[src/sv/irld_pkg.sv]
`timescale 1ns / 1ps

package irld_pkg;

  localparam int unsigned LineW     = 10;
  localparam int unsigned PatW      = 4;
  localparam int unsigned RowW      = 16;
  localparam int unsigned CfgIdxW   = 2;
  localparam int unsigned CfgDataW  = 16;
  localparam int unsigned OutDataW  = 80;

  localparam logic [LineW-1:0] MaxLineBytes = 10'd512;
  localparam logic [PatW-1:0]  MaxPatBytes  = 4'd8;

  // stream byte codes
  localparam logic [7:0] BytePatRun  = 8'h00;
  localparam logic [7:0] ByteLiteral = 8'h80;
  localparam logic [7:0] ByteRptMark = 8'hFF;
  localparam logic [7:0] ByteSolidHi = 8'hFF;
  localparam logic [7:0] ByteSolidLo = 8'h00;
  localparam logic [6:0] RunLenMask  = 7'h7F;

  // register indexes
  localparam logic [CfgIdxW-1:0] CFG_LINE_BYTES    = 2'd0;
  localparam logic [CfgIdxW-1:0] CFG_PATTERN_BYTES = 2'd1;
  localparam logic [CfgIdxW-1:0] CFG_IMAGE_ROWS    = 2'd2;

  typedef enum logic [3:0] {
    PH_LINE_START,
    PH_HDR0,
    PH_HDR00,
    PH_HDR_N,
    PH_TAG,
    PH_PAT_COUNT,
    PH_PAT_DATA,
    PH_LIT_COUNT,
    PH_LIT_DATA
  } phase_e;

  typedef enum logic {
    ST_IDLE,
    ST_EMIT
  } state_e;

endpackage

[src/sv/img_run_length_line_decoder.sv]
`timescale 1ns / 1ps

// Run-length line decoder. Takes one compressed byte per beat on the slave side and
// gives decoded raster bytes on the master side, packed up to eight per beat, first
// byte in the low bits. The beat that fills a line has line_end set and carries the
// line's repeat count (from an optional 00 00 FF n line header, clipped to the rows
// left in the image). tlast marks the final output beat caused by one input byte.
// Flow: a byte that decodes to nothing (headers, counts, inner pattern bytes,
// bytes after the image is complete) leaves the input ready for the next byte. A
// byte that decodes to N bytes sends them one per cycle, while the output is not
// stalled, through a single byte emitter (a down counter, a pattern pointer and an
// 8-lane packer), and the input is not ready while it runs. N is at most the
// bytes left in the line (<= 512).
// Config (line_bytes, pattern_bytes, image_rows) may be written only while idle.
module img_run_length_line_decoder import irld_pkg::*; (
  input  logic                clk_i,
  input  logic                rst_ni,
  input  logic                cfg_we_i,
  input  logic [CfgIdxW-1:0]  cfg_idx_i,
  input  logic [CfgDataW-1:0] cfg_data_i,
  input  logic                s_axis_tvalid,
  output logic                s_axis_tready,
  input  logic [7:0]          s_axis_tdata,   // [7:0] compressed_byte
  output logic                m_axis_tvalid,
  input  logic                m_axis_tready,
  // [63:0] decoded_bytes, [67:64] byte_count, [68] line_end, [76:69] line_repeat,
  // [79:77] zero
  output logic [OutDataW-1:0] m_axis_tdata,
  output logic                m_axis_tlast    // last
);

  // config registers
  logic [LineW-1:0] line_bytes_q;
  logic [PatW-1:0]  pat_bytes_q;
  logic [RowW-1:0]  image_rows_q;

  // parser state
  state_e           state_q, state_d;
  phase_e           phase_q, phase_d;
  logic [LineW-1:0] bil_q, bil_d;
  logic [7:0]       rc_q, rc_d;
  logic [63:0]      pstore_q, pstore_d;
  logic [2:0]       pidx_q, pidx_d;
  logic [7:0]       vrep_q, vrep_d;
  logic [RowW-1:0]  rows_q, rows_d;

  // emitter state
  logic [LineW-1:0] rem_q, rem_d;
  logic [2:0]       ptr_q, ptr_d;
  logic [63:0]      acc_q, acc_d;
  logic [2:0]       acc_len_q, acc_len_d;
  logic             pat_mode_q, pat_mode_d;
  logic [7:0]       src_q, src_d;
  logic             le_q, le_d;
  logic [7:0]       rep_q, rep_d;

  // output register
  logic             ovalid_q, ovalid_d;
  logic [63:0]      odata_q, odata_d;
  logic [3:0]       ocnt_q, ocnt_d;
  logic             oend_q, oend_d;
  logic [7:0]       orep_q, orep_d;
  logic             olast_q, olast_d;

  // effective register values
  logic [LineW-1:0] eff_line;
  logic [PatW-1:0]  eff_pat;

  always_comb begin
    eff_line = line_bytes_q;
    if (line_bytes_q == '0) begin
      eff_line = LineW'(1);
    end else if (line_bytes_q > MaxLineBytes) begin
      eff_line = MaxLineBytes;
    end
    eff_pat = pat_bytes_q;
    if (pat_bytes_q == '0) begin
      eff_pat = PatW'(1);
    end else if (pat_bytes_q > MaxPatBytes) begin
      eff_pat = MaxPatBytes;
    end
  end

  assign s_axis_tready = (state_q == ST_IDLE);

  logic             in_beat, active;
  logic [7:0]       b;
  logic             do_tag, do_pat, end_cmd, closes;
  logic [2:0]       pat_idx;
  logic [11:0]      want;
  logic [LineW-1:0] avail, tcnt;
  logic [LineW:0]   bil_sum;
  logic [RowW-1:0]  rows_left;
  logic [7:0]       rep_c;

  // emitter signals
  logic [7:0]       ebyte;
  logic [63:0]      acc_ins;
  logic             word_done, out_free, advance;

  assign in_beat = s_axis_tvalid && s_axis_tready;
  assign active  = in_beat && (rows_q < image_rows_q);
  assign b       = s_axis_tdata;
  assign out_free = !ovalid_q || m_axis_tready;

  always_comb begin
    ebyte = pat_mode_q ? pstore_q[{ptr_q, 3'b000} +: 8] : src_q;
    acc_ins = acc_q;
    for (int k = 0; k < 8; k++) begin
      if (acc_len_q == 3'(k)) acc_ins[8*k +: 8] = ebyte;
    end
  end

  assign word_done = (acc_len_q == 3'd7) || (rem_q == LineW'(1));
  assign advance   = (state_q == ST_EMIT) && (!word_done || out_free);

  always_comb begin
    state_d    = state_q;
    phase_d    = phase_q;
    bil_d      = bil_q;
    rc_d       = rc_q;
    pstore_d   = pstore_q;
    pidx_d     = pidx_q;
    vrep_d     = vrep_q;
    rows_d     = rows_q;
    rem_d      = rem_q;
    ptr_d      = ptr_q;
    acc_d      = acc_q;
    acc_len_d  = acc_len_q;
    pat_mode_d = pat_mode_q;
    src_d      = src_q;
    le_d       = le_q;
    rep_d      = rep_q;
    ovalid_d   = ovalid_q && !m_axis_tready;
    odata_d    = odata_q;
    ocnt_d     = ocnt_q;
    oend_d     = oend_q;
    orep_d     = orep_q;
    olast_d    = olast_q;

    do_tag  = 1'b0;
    do_pat  = 1'b0;
    end_cmd = 1'b0;
    pat_idx = pidx_q;
    want    = '0;
    avail   = '0;
    tcnt    = '0;
    bil_sum = '0;
    closes  = 1'b0;
    rows_left = image_rows_q - rows_q;
    rep_c   = vrep_q;
    if ({8'h00, vrep_q} > rows_left) rep_c = rows_left[7:0];
    if (rep_c == 8'h00) rep_c = 8'h01;

    if (active) begin
      src_d      = b;
      pat_mode_d = 1'b0;
      case (phase_q)
        PH_LINE_START: begin
          if (b == BytePatRun) phase_d = PH_HDR0;
          else do_tag = 1'b1;
        end
        PH_HDR0: begin
          if (b == BytePatRun) begin
            phase_d = PH_HDR00;
          end else begin
            rc_d    = b;
            pidx_d  = 3'd0;
            phase_d = PH_PAT_DATA;
          end
        end
        PH_HDR00: begin
          if (b == ByteRptMark) begin
            phase_d = PH_HDR_N;
          end else begin
            // 00 00 x: empty pattern run whose first pattern byte is x
            rc_d    = 8'h00;
            pat_idx = 3'd0;
            do_pat  = 1'b1;
          end
        end
        PH_HDR_N: begin
          vrep_d  = (b == 8'h00) ? 8'h01 : b;
          phase_d = PH_TAG;
        end
        PH_PAT_COUNT: begin
          rc_d    = b;
          pidx_d  = 3'd0;
          phase_d = PH_PAT_DATA;
        end
        PH_PAT_DATA: begin
          do_pat = 1'b1;
        end
        PH_LIT_COUNT: begin
          rc_d = b;
          if (b == 8'h00) end_cmd = 1'b1;
          else phase_d = PH_LIT_DATA;
        end
        PH_LIT_DATA: begin
          want = 12'd1;
          rc_d = rc_q - 8'd1;
          if (rc_q == 8'd1) end_cmd = 1'b1;
        end
        default: begin
          do_tag = 1'b1;
        end
      endcase

      if (do_tag) begin
        if (b == BytePatRun) begin
          phase_d = PH_PAT_COUNT;
        end else if (b == ByteLiteral) begin
          phase_d = PH_LIT_COUNT;
        end else begin
          want    = {5'd0, b[6:0] & RunLenMask};
          src_d   = b[7] ? ByteSolidHi : ByteSolidLo;
          end_cmd = 1'b1;
        end
      end

      if (do_pat) begin
        pstore_d[{pat_idx, 3'b000} +: 8] = b;
        if ({1'b0, pat_idx} + 4'd1 >= eff_pat) begin
          pidx_d     = 3'd0;
          want       = {4'd0, rc_d} * {8'd0, eff_pat};
          pat_mode_d = 1'b1;
          end_cmd    = 1'b1;
        end else begin
          pidx_d  = pat_idx + 3'd1;
          phase_d = PH_PAT_DATA;
        end
      end

      // clip to the room left in the line
      if (bil_q < eff_line) avail = eff_line - bil_q;
      tcnt = (want < {2'b00, avail}) ? want[LineW-1:0] : avail;
      bil_sum = {1'b0, bil_q} + {1'b0, tcnt};
      closes = (bil_sum >= {1'b0, eff_line});

      bil_d = bil_sum[LineW-1:0];
      if (end_cmd) begin
        if (closes) begin
          bil_d   = '0;
          phase_d = PH_LINE_START;
        end else begin
          phase_d = PH_TAG;
        end
      end

      le_d  = (tcnt != '0) && closes;
      rep_d = rep_c;
      if ((tcnt != '0) && closes) begin
        rows_d = rows_q + {8'h00, rep_c};
        vrep_d = 8'h01;
      end

      rem_d     = tcnt;
      ptr_d     = 3'd0;
      acc_d     = '0;
      acc_len_d = 3'd0;
      if (tcnt != '0) state_d = ST_EMIT;
    end

    if (advance) begin
      rem_d = rem_q - LineW'(1);
      if ({1'b0, ptr_q} + 4'd1 >= eff_pat) ptr_d = 3'd0;
      else ptr_d = ptr_q + 3'd1;
      if (word_done) begin
        acc_d     = '0;
        acc_len_d = 3'd0;
        ovalid_d  = 1'b1;
        odata_d   = acc_ins;
        ocnt_d    = {1'b0, acc_len_q} + 4'd1;
        oend_d    = (rem_q == LineW'(1)) && le_q;
        orep_d    = ((rem_q == LineW'(1)) && le_q) ? rep_q : 8'h01;
        olast_d   = (rem_q == LineW'(1));
      end else begin
        acc_d     = acc_ins;
        acc_len_d = acc_len_q + 3'd1;
      end
      if (rem_q == LineW'(1)) state_d = ST_IDLE;
    end
  end

  always_ff @(posedge clk_i or negedge rst_ni) begin
    if (!rst_ni) begin
      line_bytes_q <= LineW'(80);
      pat_bytes_q  <= PatW'(2);
      image_rows_q <= '0;
    end else if (cfg_we_i) begin
      case (cfg_idx_i)
        CFG_LINE_BYTES:    line_bytes_q <= cfg_data_i[LineW-1:0];
        CFG_PATTERN_BYTES: pat_bytes_q  <= cfg_data_i[PatW-1:0];
        CFG_IMAGE_ROWS:    image_rows_q <= cfg_data_i[RowW-1:0];
        default: ;
      endcase
    end
  end

  always_ff @(posedge clk_i or negedge rst_ni) begin
    if (!rst_ni) begin
      state_q    <= ST_IDLE;
      phase_q    <= PH_LINE_START;
      bil_q      <= '0;
      rc_q       <= '0;
      pstore_q   <= '0;
      pidx_q     <= '0;
      vrep_q     <= 8'h01;
      rows_q     <= '0;
      rem_q      <= '0;
      ptr_q      <= '0;
      acc_len_q  <= '0;
      pat_mode_q <= 1'b0;
      le_q       <= 1'b0;
      ovalid_q   <= 1'b0;
    end else begin
      state_q    <= state_d;
      phase_q    <= phase_d;
      bil_q      <= bil_d;
      rc_q       <= rc_d;
      pstore_q   <= pstore_d;
      pidx_q     <= pidx_d;
      vrep_q     <= vrep_d;
      rows_q     <= rows_d;
      rem_q      <= rem_d;
      ptr_q      <= ptr_d;
      acc_len_q  <= acc_len_d;
      pat_mode_q <= pat_mode_d;
      le_q       <= le_d;
      ovalid_q   <= ovalid_d;
    end
  end

  // payload, no reset
  always_ff @(posedge clk_i) begin
    acc_q   <= acc_d;
    src_q   <= src_d;
    rep_q   <= rep_d;
    odata_q <= odata_d;
    ocnt_q  <= ocnt_d;
    oend_q  <= oend_d;
    orep_q  <= orep_d;
    olast_q <= olast_d;
  end

  assign m_axis_tvalid = ovalid_q;
  assign m_axis_tdata  = {3'b000, orep_q, oend_q, ocnt_q, odata_q};
  assign m_axis_tlast  = olast_q;

  // checks
  a_idle_rem_zero: assert property (@(posedge clk_i) disable iff (!rst_ni)
    (state_q == ST_IDLE) |-> (rem_q == '0))
    else $error("emitter count left over in idle");

  a_line_end_last: assert property (@(posedge clk_i) disable iff (!rst_ni)
    (ovalid_q && oend_q) |-> olast_q)
    else $error("line end beat not last of its byte");

  a_count_range: assert property (@(posedge clk_i) disable iff (!rst_ni)
    ovalid_q |-> (ocnt_q != 4'd0 && ocnt_q <= 4'd8))
    else $error("byte count out of range");

  a_ptr_range: assert property (@(posedge clk_i) disable iff (!rst_ni)
    (state_q == ST_EMIT && pat_mode_q) |-> ({1'b0, ptr_q} < eff_pat))
    else $error("pattern pointer beyond pattern");

  a_full_word: assert property (@(posedge clk_i) disable iff (!rst_ni)
    (ovalid_q && !olast_q) |-> (ocnt_q == 4'd8))
    else $error("short word before end of run");

endmodule

[config.mk]
export PLATFORM = sky130hd
export DESIGN_NAME = img_run_length_line_decoder
export DESIGN_NICKNAME = d
export VERILOG_FILES = /design/src/sv/irld_pkg.sv /design/src/sv/img_run_length_line_decoder.sv
export SDC_FILE = /design/constraint.sdc
export NUM_CORES = 1
export LEC_CHECK = 0
export BUFFER_PORTS_ARGS = -buffer_cell sky130_fd_sc_hd__buf_2
export CORE_MARGIN = 2
export CORE_UTILIZATION = 39
export CTS_CLUSTER_SIZE = 20
export DETAILED_ROUTE_END_ITERATION = 12
export SETUP_SLACK_MARGIN = 0.02
export SYNTH_ARGS = -nofsm -noshare
export SYNTH_HDL_FRONTEND = slang
export SYNTH_SLANG_ARGS = --single-unit
[constraint.sdc]
create_clock -name clk_i -period 11.02 [get_ports clk_i]
set_clock_uncertainty 0.2 [all_clocks]
set_input_delay 1.102 -clock clk_i [delete_from_list [all_inputs] [get_ports clk_i]]
set_output_delay 1.102 -clock clk_i [all_outputs]
set_load 0.05 [all_outputs]
* Word level (Yosys, flattened, before mapping)
Index checks and enable logic that the tools add are counted.
** Storage, ports and cells
- Flip-flop bits (word level) :: 321
- Bits in latches :: 0
- Bits in writable memories :: 0
- Memory bits (read-only) :: 0
- Input bits :: 31
- Output and inout port bits :: 83
- Logic and storage cells :: 197
- Memories :: 0
** Cells by class
- $add $sub $neg :: 13
- Multiply operators :: 1
- Divide/modulo/power cells :: 0
- Magnitude comparators :: 9
- Eq/ne operators :: 21
- Shifts and indexed selects :: 3
- Multiplexer cells :: 91
- Bitwise operators :: 1
- Reductions and logical operators :: 33
** Operators by type and width (count)
- 2-to-1 mux 64 bit :: 3
- 2-to-1 mux 8 bit :: 21
- 2-to-1 mux 10 bit :: 9
- 2-to-1 mux 12 bit :: 6
- bitwise mux 64 bit :: 1
- variable shift 8 x 8 -> 64 bit, first input constant :: 1
- variable part select 64 x 7 -> 8 bit :: 1
- variable part select 8 x 8 -> 64 bit :: 1
- 2-to-1 mux 4 bit :: 11
- 2-to-1 mux 3 bit :: 13
- case mux 8 bit (4 select lines) :: 1
- case mux 4 bit (6 select lines) :: 1
- 2-to-1 mux 1 bit :: 21
- adder 16 x 8 -> 16 bit :: 1
- == test 8 bit, second input constant :: 2
- > comparator 8 x 16 -> 1 bit :: 1
- logical NOT 8 bit :: 2
- less-than comparator 16 bit :: 1
- subtractor 16 bit :: 1
- AND reduction 2 bit :: 7
- adder 3 x 1 -> 4 bit, second input constant :: 3
- == test 3 bit, second input constant :: 4
- == test 4 x 3 -> 1 bit, second input constant :: 3
- less-than comparator 12 x 10 -> 1 bit :: 1
- 38 further kinds :: 56

* Longest topological paths before layout
- Word-level depth :: 16
- Gate-level depth with buffers :: 49
- Depth with buffers taken out :: 45

* Worst setup path before layout
No wires, ideal clock.
- Path kind :: input to register
- Start :: in s_axis_tdata[0]
- End :: reg rows_q[0]
- Library setup time :: 0.127 ns
- Arrival :: 9.920 ns
- Required time :: 10.693 ns
- Setup slack :: 0.772 ns
- Stages on the path :: 42
- Buffers on the path :: 3
- Path through :: buf_2 nor3_1 nand2_1 nor2_1 nor2_1 o21ai_0 o31a_1 a221oi_1 or2_2 fa_1 fa_1 inv_1 ha_1 a211oi_1 nor2_1 o211ai_1 o311a_1 and2_1 [... 6 more ...] buf_6 mux2i_1 ha_1 a21o_1 a21oi_1 o21bai_1 a21oi_1 o21ai_0 xor2_1 ha_1 or3_1 a2111oi_0 nor2_1 a311oi_1 a2111oi_1 mux2i_4 buf_6 mux2_1
** On the way
- Cells in the longest elaborated chain, start to end :: 15
- Elaborated cells between the ends (all ways) :: 32
- Classes of those cells :: add/sub: 2; mul: 1; order compare: 3; eq/ne: 2; mux: 20; reduce/logical: 4
** RTL lines
- from (decl) :: line img_run_length_line_decoder.sv:23 : input logic [7:0] s_axis_tdata,
- parallel branches: the longest is 7 deep, another holds multiplier 8 x 4 -> 12 bit
- 2-to-1 mux 12 bit (*) :: line img_run_length_line_decoder.sv:221 : if (do_pat) begin
- 2-to-1 mux 12 bit (*) :: line img_run_length_line_decoder.sv:155 : if (active) begin
- less-than comparator 12 x 10 -> 1 bit :: line img_run_length_line_decoder.sv:236 : tcnt = (want < {2'b00, avail}) ? want[LineW-1:0] : avail;
- 2-to-1 mux 10 bit (*) :: line img_run_length_line_decoder.sv:236
- adder 10 x 10 -> 11 bit :: line img_run_length_line_decoder.sv:237 : bil_sum = {1'b0, bil_q} + {1'b0, tcnt};
- >= comparator 11 x 10 -> 1 bit :: line img_run_length_line_decoder.sv:238 : closes = (bil_sum >= {1'b0, eff_line});
- logical AND 1 bit (*) :: line img_run_length_line_decoder.sv:252 : if ((tcnt != '0) && closes) begin
- AND reduction 2 bit (no line) (*)
- to (signal assigned) :: line img_run_length_line_decoder.sv:324 : rows_q <= rows_d;
- to (decl) :: line img_run_length_line_decoder.sv:45 : logic [RowW-1:0] rows_q, rows_d;
Mark *: on every way between the ends. The select of a mux whose other input is x is not followed.
A chain may end at the register's enable or synchronous reset.

* Worst setup path in the final report
- Start :: in s_axis_tdata[6]
- End :: reg rows_q[0]
Same word-level chain as after synthesis.

==> results.json <==
{
  "place_area_um2": 19700,
  "critical_path.max_fanout": 23,
  "first_pass_grt_wire_length_um": 74500,
  "detailed_place_hpwl_um": 32400,
  "regToRegSetupSlack_ns": 0.69,
  "timing.max_cap.violations": 0,
  "netlist-cell-type-count": 91,
  "syn_area_per_cell_um2": 10.9,
  "port_buffers": 110,
  "hold_ws_ns": 0.274,
  "final_design_area_no_fill_um2": 21100,
  "insertion_delay_ns": 0.57,
  "vias": 13300,
  "vias_per_cell": 5.45,
  "synth-compound-area-share": 0.122,
  "timing.critical_path.required_ns": 11.25,
  "cells_after_synthesis": 1696,
  "cpMaxStageDelayCell": "sky130_fd_sc_hd__fa_1",
  "post_synth_xor_area_fraction": 0.0212,
  "slowest_delay_ns": 0.55,
  "unrepaired_setup_endpoints_after_global_routing": "false",
  "drt_first_iter_violations": 993,
  "finish.net_count": 1959,
  "final_period_minus_worst_setup_slack_ns": 10.38,
  "cts_inserted_buffers": 38,
  "post_synth_adder_cell_area": 0.0907,
  "met1Wirelength_um": 21600,
  "maximum_count_of_clock_buffers_along_a_single_path": 3,
  "areaGrowthSynthToFinish_pct": 13.5,
  "design.core.area_um2": 46800,
  "number_of_global_route_vias_before_repair": 13300,
  "reg2reg_depth": 41,
  "worst_hold_path.num_cells": 2,
  "top_layer": "met4",
  "yosys_warnings": 0,
  "synth_seq_cells": 321,
  "placer_congestion": 0.846,
  "first_pass_iters": 5,
  "insertedDiodeCount": 0,
  "wl_met2_um": 21300,
  "drcViolationCount": 0,
  "ios": 114,
  "grt_max_degree": 87,
  "gr-total-overflow": 0,
  "worst_r2r_endpoint": "rows_q[0]",
  "finalPower_uw": 3720,
  "min_path_type": "flop to flop",
  "grt_util_all_layers": 0.190,
  "placement_rows": 79,
  "worst_slew_margin_rel": 0.238,
  "leakagePower_uw": 0.00873,
  "timing.hold.worst.start": "pstore_q[28]",
  "finalMaxSlewViolations": 0,
  "clock_tree.root_cell": "sky130_fd_sc_hd__clkbuf_16",
  "finish.utilization": 0.451,
  "final_layout_size_suffix_gt1_frac": 0.212,
  "cp.arrival_ns": 10.61,
  "min_to": "pstore_q[28]",
  "synth-async-reset-ratio": 0.508,
  "combinational_family_with_the_most_area_after_synthesis": "simple AND/OR/NAND/NOR gates",
  "synth.cell_area_um2": 18600,
  "initial_core_util": 0.397,
  "ctsHtreeMaxLevel": 2,
  "synthFlopType": "sky130_fd_sc_hd__dfrtp_1",
  "critical_path.startpoint_type": "input pin",
  "timing.critical_path.to_type": "flop",
  "clkSlewWorstSetupHoldPaths_ns": 0.06,
  "cts_num_sinks": 321,
  "critical_path.reg2reg.startpoint": "phase_q[1]",
  "edff_count_synth": 158,
  "dieArea_um2": 49400,
  "chipWidth_um": 222,
  "die_y_um": 222,
  "report.final.hold_viol_count": 0,
  "max_clock_freq_mhz": 96.4,
  "antenna_violating_nets_post_route": 0,
  "antenna_found_initial": 0,
  "cts_tree": "yes",
  "pwr_density_cell_nw_per_um2": 177,
  "cell_mode_on_critical_path": "sky130_fd_sc_hd__nor2_1",
  "drt-wirelength-per-cell_um": 19.1,
  "peakVddDrop_mv": 0.118,
  "setup-violations-final": 0,
  "post-route-period-util": 0.942,
  "synth_mux_area_frac": 0.115,
  "routed_wirelength_um": 46600,
  "status": "finished clean",
  "simple_gate_area_share_of_the_yosys_netlist": 0.133,
  "timing.setup.critical_path_class": "input pin to flop",
  "route.met3.wl_um": 2300,
  "tightest_slew_ns": 1.14,
  "synth.yosys.seq_area_share": 0.476
}
==> area by class of cell <==
| class | instances | area, µm² |
|---|---|---|
| clock inverters | 21 | 246 |
| repair buffers | 139 | 782 |
| flip-flops and latches | 321 | 8830 |
| multi-input cells | 1187 | 9000 |
| fillers | 4361 | 25700 |
| clock buffers | 48 | 1020 |
| inverters | 116 | 435 |
| well taps | 607 | 759 |
==> flip-flops by register name, indices dropped and copies added (netlist names), 8 cells and up <==
name,flops
rc_q,8
pstore_q,64
line_bytes_q,10
orep_q,8
rem_q,10
rows_q,16
image_rows_q,16
rep_q,8
vrep_q,8
acc_q,64
odata_q,64
bil_q,10
src_q,8
==> stage by stage <==
stage | worst slack, ns | setup TNS, ns | std cells
after floorplan | 0.772 | 0 | 1698
after global placement | 0.178 | 0 | 2368
after detailed placement | -0.0956 | -0.177 | 2368
after CTS | 0.447 | 0 | 2437
after global routing | 0.0186 | 0 | 2439
final | 0.642 | 0 | 2439
==> cells in the final DEF (no fill, tap or decap), types with 20 or more instances in the layout <==
cell type / instances
sky130_fd_sc_hd__nor2_1: 94
sky130_fd_sc_hd__mux2i_1: 21
sky130_fd_sc_hd__o21ai_1: 21
sky130_fd_sc_hd__ha_1: 108
sky130_fd_sc_hd__edfxtp_1: 158
sky130_fd_sc_hd__clkbuf_16: 38
sky130_fd_sc_hd__a21oi_1: 66
sky130_fd_sc_hd__nor2b_1: 77
sky130_fd_sc_hd__buf_2: 109
sky130_fd_sc_hd__nand3_1: 26
sky130_fd_sc_hd__nand2_1: 182
sky130_fd_sc_hd__a21o_1: 25
sky130_fd_sc_hd__dfrtp_1: 159
sky130_fd_sc_hd__buf_4: 28
sky130_fd_sc_hd__o21ai_0: 95
sky130_fd_sc_hd__xnor2_1: 30
sky130_fd_sc_hd__nand2b_1: 20
sky130_fd_sc_hd__inv_1: 111
sky130_fd_sc_hd__mux2_2: 132
==> synthesized netlist by cell type, drive strengths merged, types with 25 or more instances <==
master | number | area share
o21ai | 116 | 0.031
mux2 | 136 | 0.083
inv | 113 | 0.023
buf | 36 | 0.011
clkbuf | 38 | 0.0077
xnor2 | 30 | 0.014
nor2b | 77 | 0.026
a21o | 25 | 0.010
ha | 109 | 0.073
nand2 | 182 | 0.037
dfrtp | 159 | 0.21
nor2 | 96 | 0.020
edfxtp | 158 | 0.26
nand3 | 26 | 0.0070
a21oi | 69 | 0.019
==> timing repair <==
item                                    CTS  global route
buffers inserted                          0             2
endpoints found under the setup margin    0            35
gates resized for setup                   0            10
hold buffers                              0             0
==> report_power, final <==
group / internal, µW / switching (µW) / total (µW)
sequential: 1390 / 65.5 / 1450
combinational: 409 / 578 / 987
clock: 758 / 525 / 1280
total: 2550 / 1170 / 3720
==> cell families (layout without fill, tap and decap cells) <==
kind of cell,Yosys count,in the layout
and+or+nand+nor,501,501
AOI/OAI and AO/OA,338,338
DFF,321,321
buffers and inverters,190,324
muxes,175,175
adders and majority gates,125,125
xor gates and xnor gates,45,45
other,1,3
==> worst max-delay path: cells and delay by family <==
family	cells	cell delay (ns)
AO/OA/AOI/OAI	15	3.63
adder cells (fa/ha/maj)	7	2.54
AND/OR/NAND/NOR	12	1.55
buffers and inverters	6	0.77
multiplexers	3	0.68
XOR/XNOR	2	0.28
==> how the worst max path moves through the flow <==
stage / start / cells after the start / to
after floorplan: s_axis_tdata[0] / 42 / rows_q[0]
after global placement: s_axis_tdata[2] / 41 / rows_q[7]
after detailed placement: s_axis_tdata[2] / 43 / rows_q[0]
after CTS: s_axis_tdata[2] / 43 / rows_q[0]
after global routing: s_axis_tdata[2] / 43 / rows_q[0]
final: s_axis_tdata[6] / 45 / rows_q[0]
==> routing by layer <==
metal  up-vias  GRT usage
met3        92     0.0251
met4         0     0.0593
met5         -          0
met2       394      0.305
li1       6315          -
met1      6480      0.268
No activity file was read; power rests on OpenSTA's default activity.
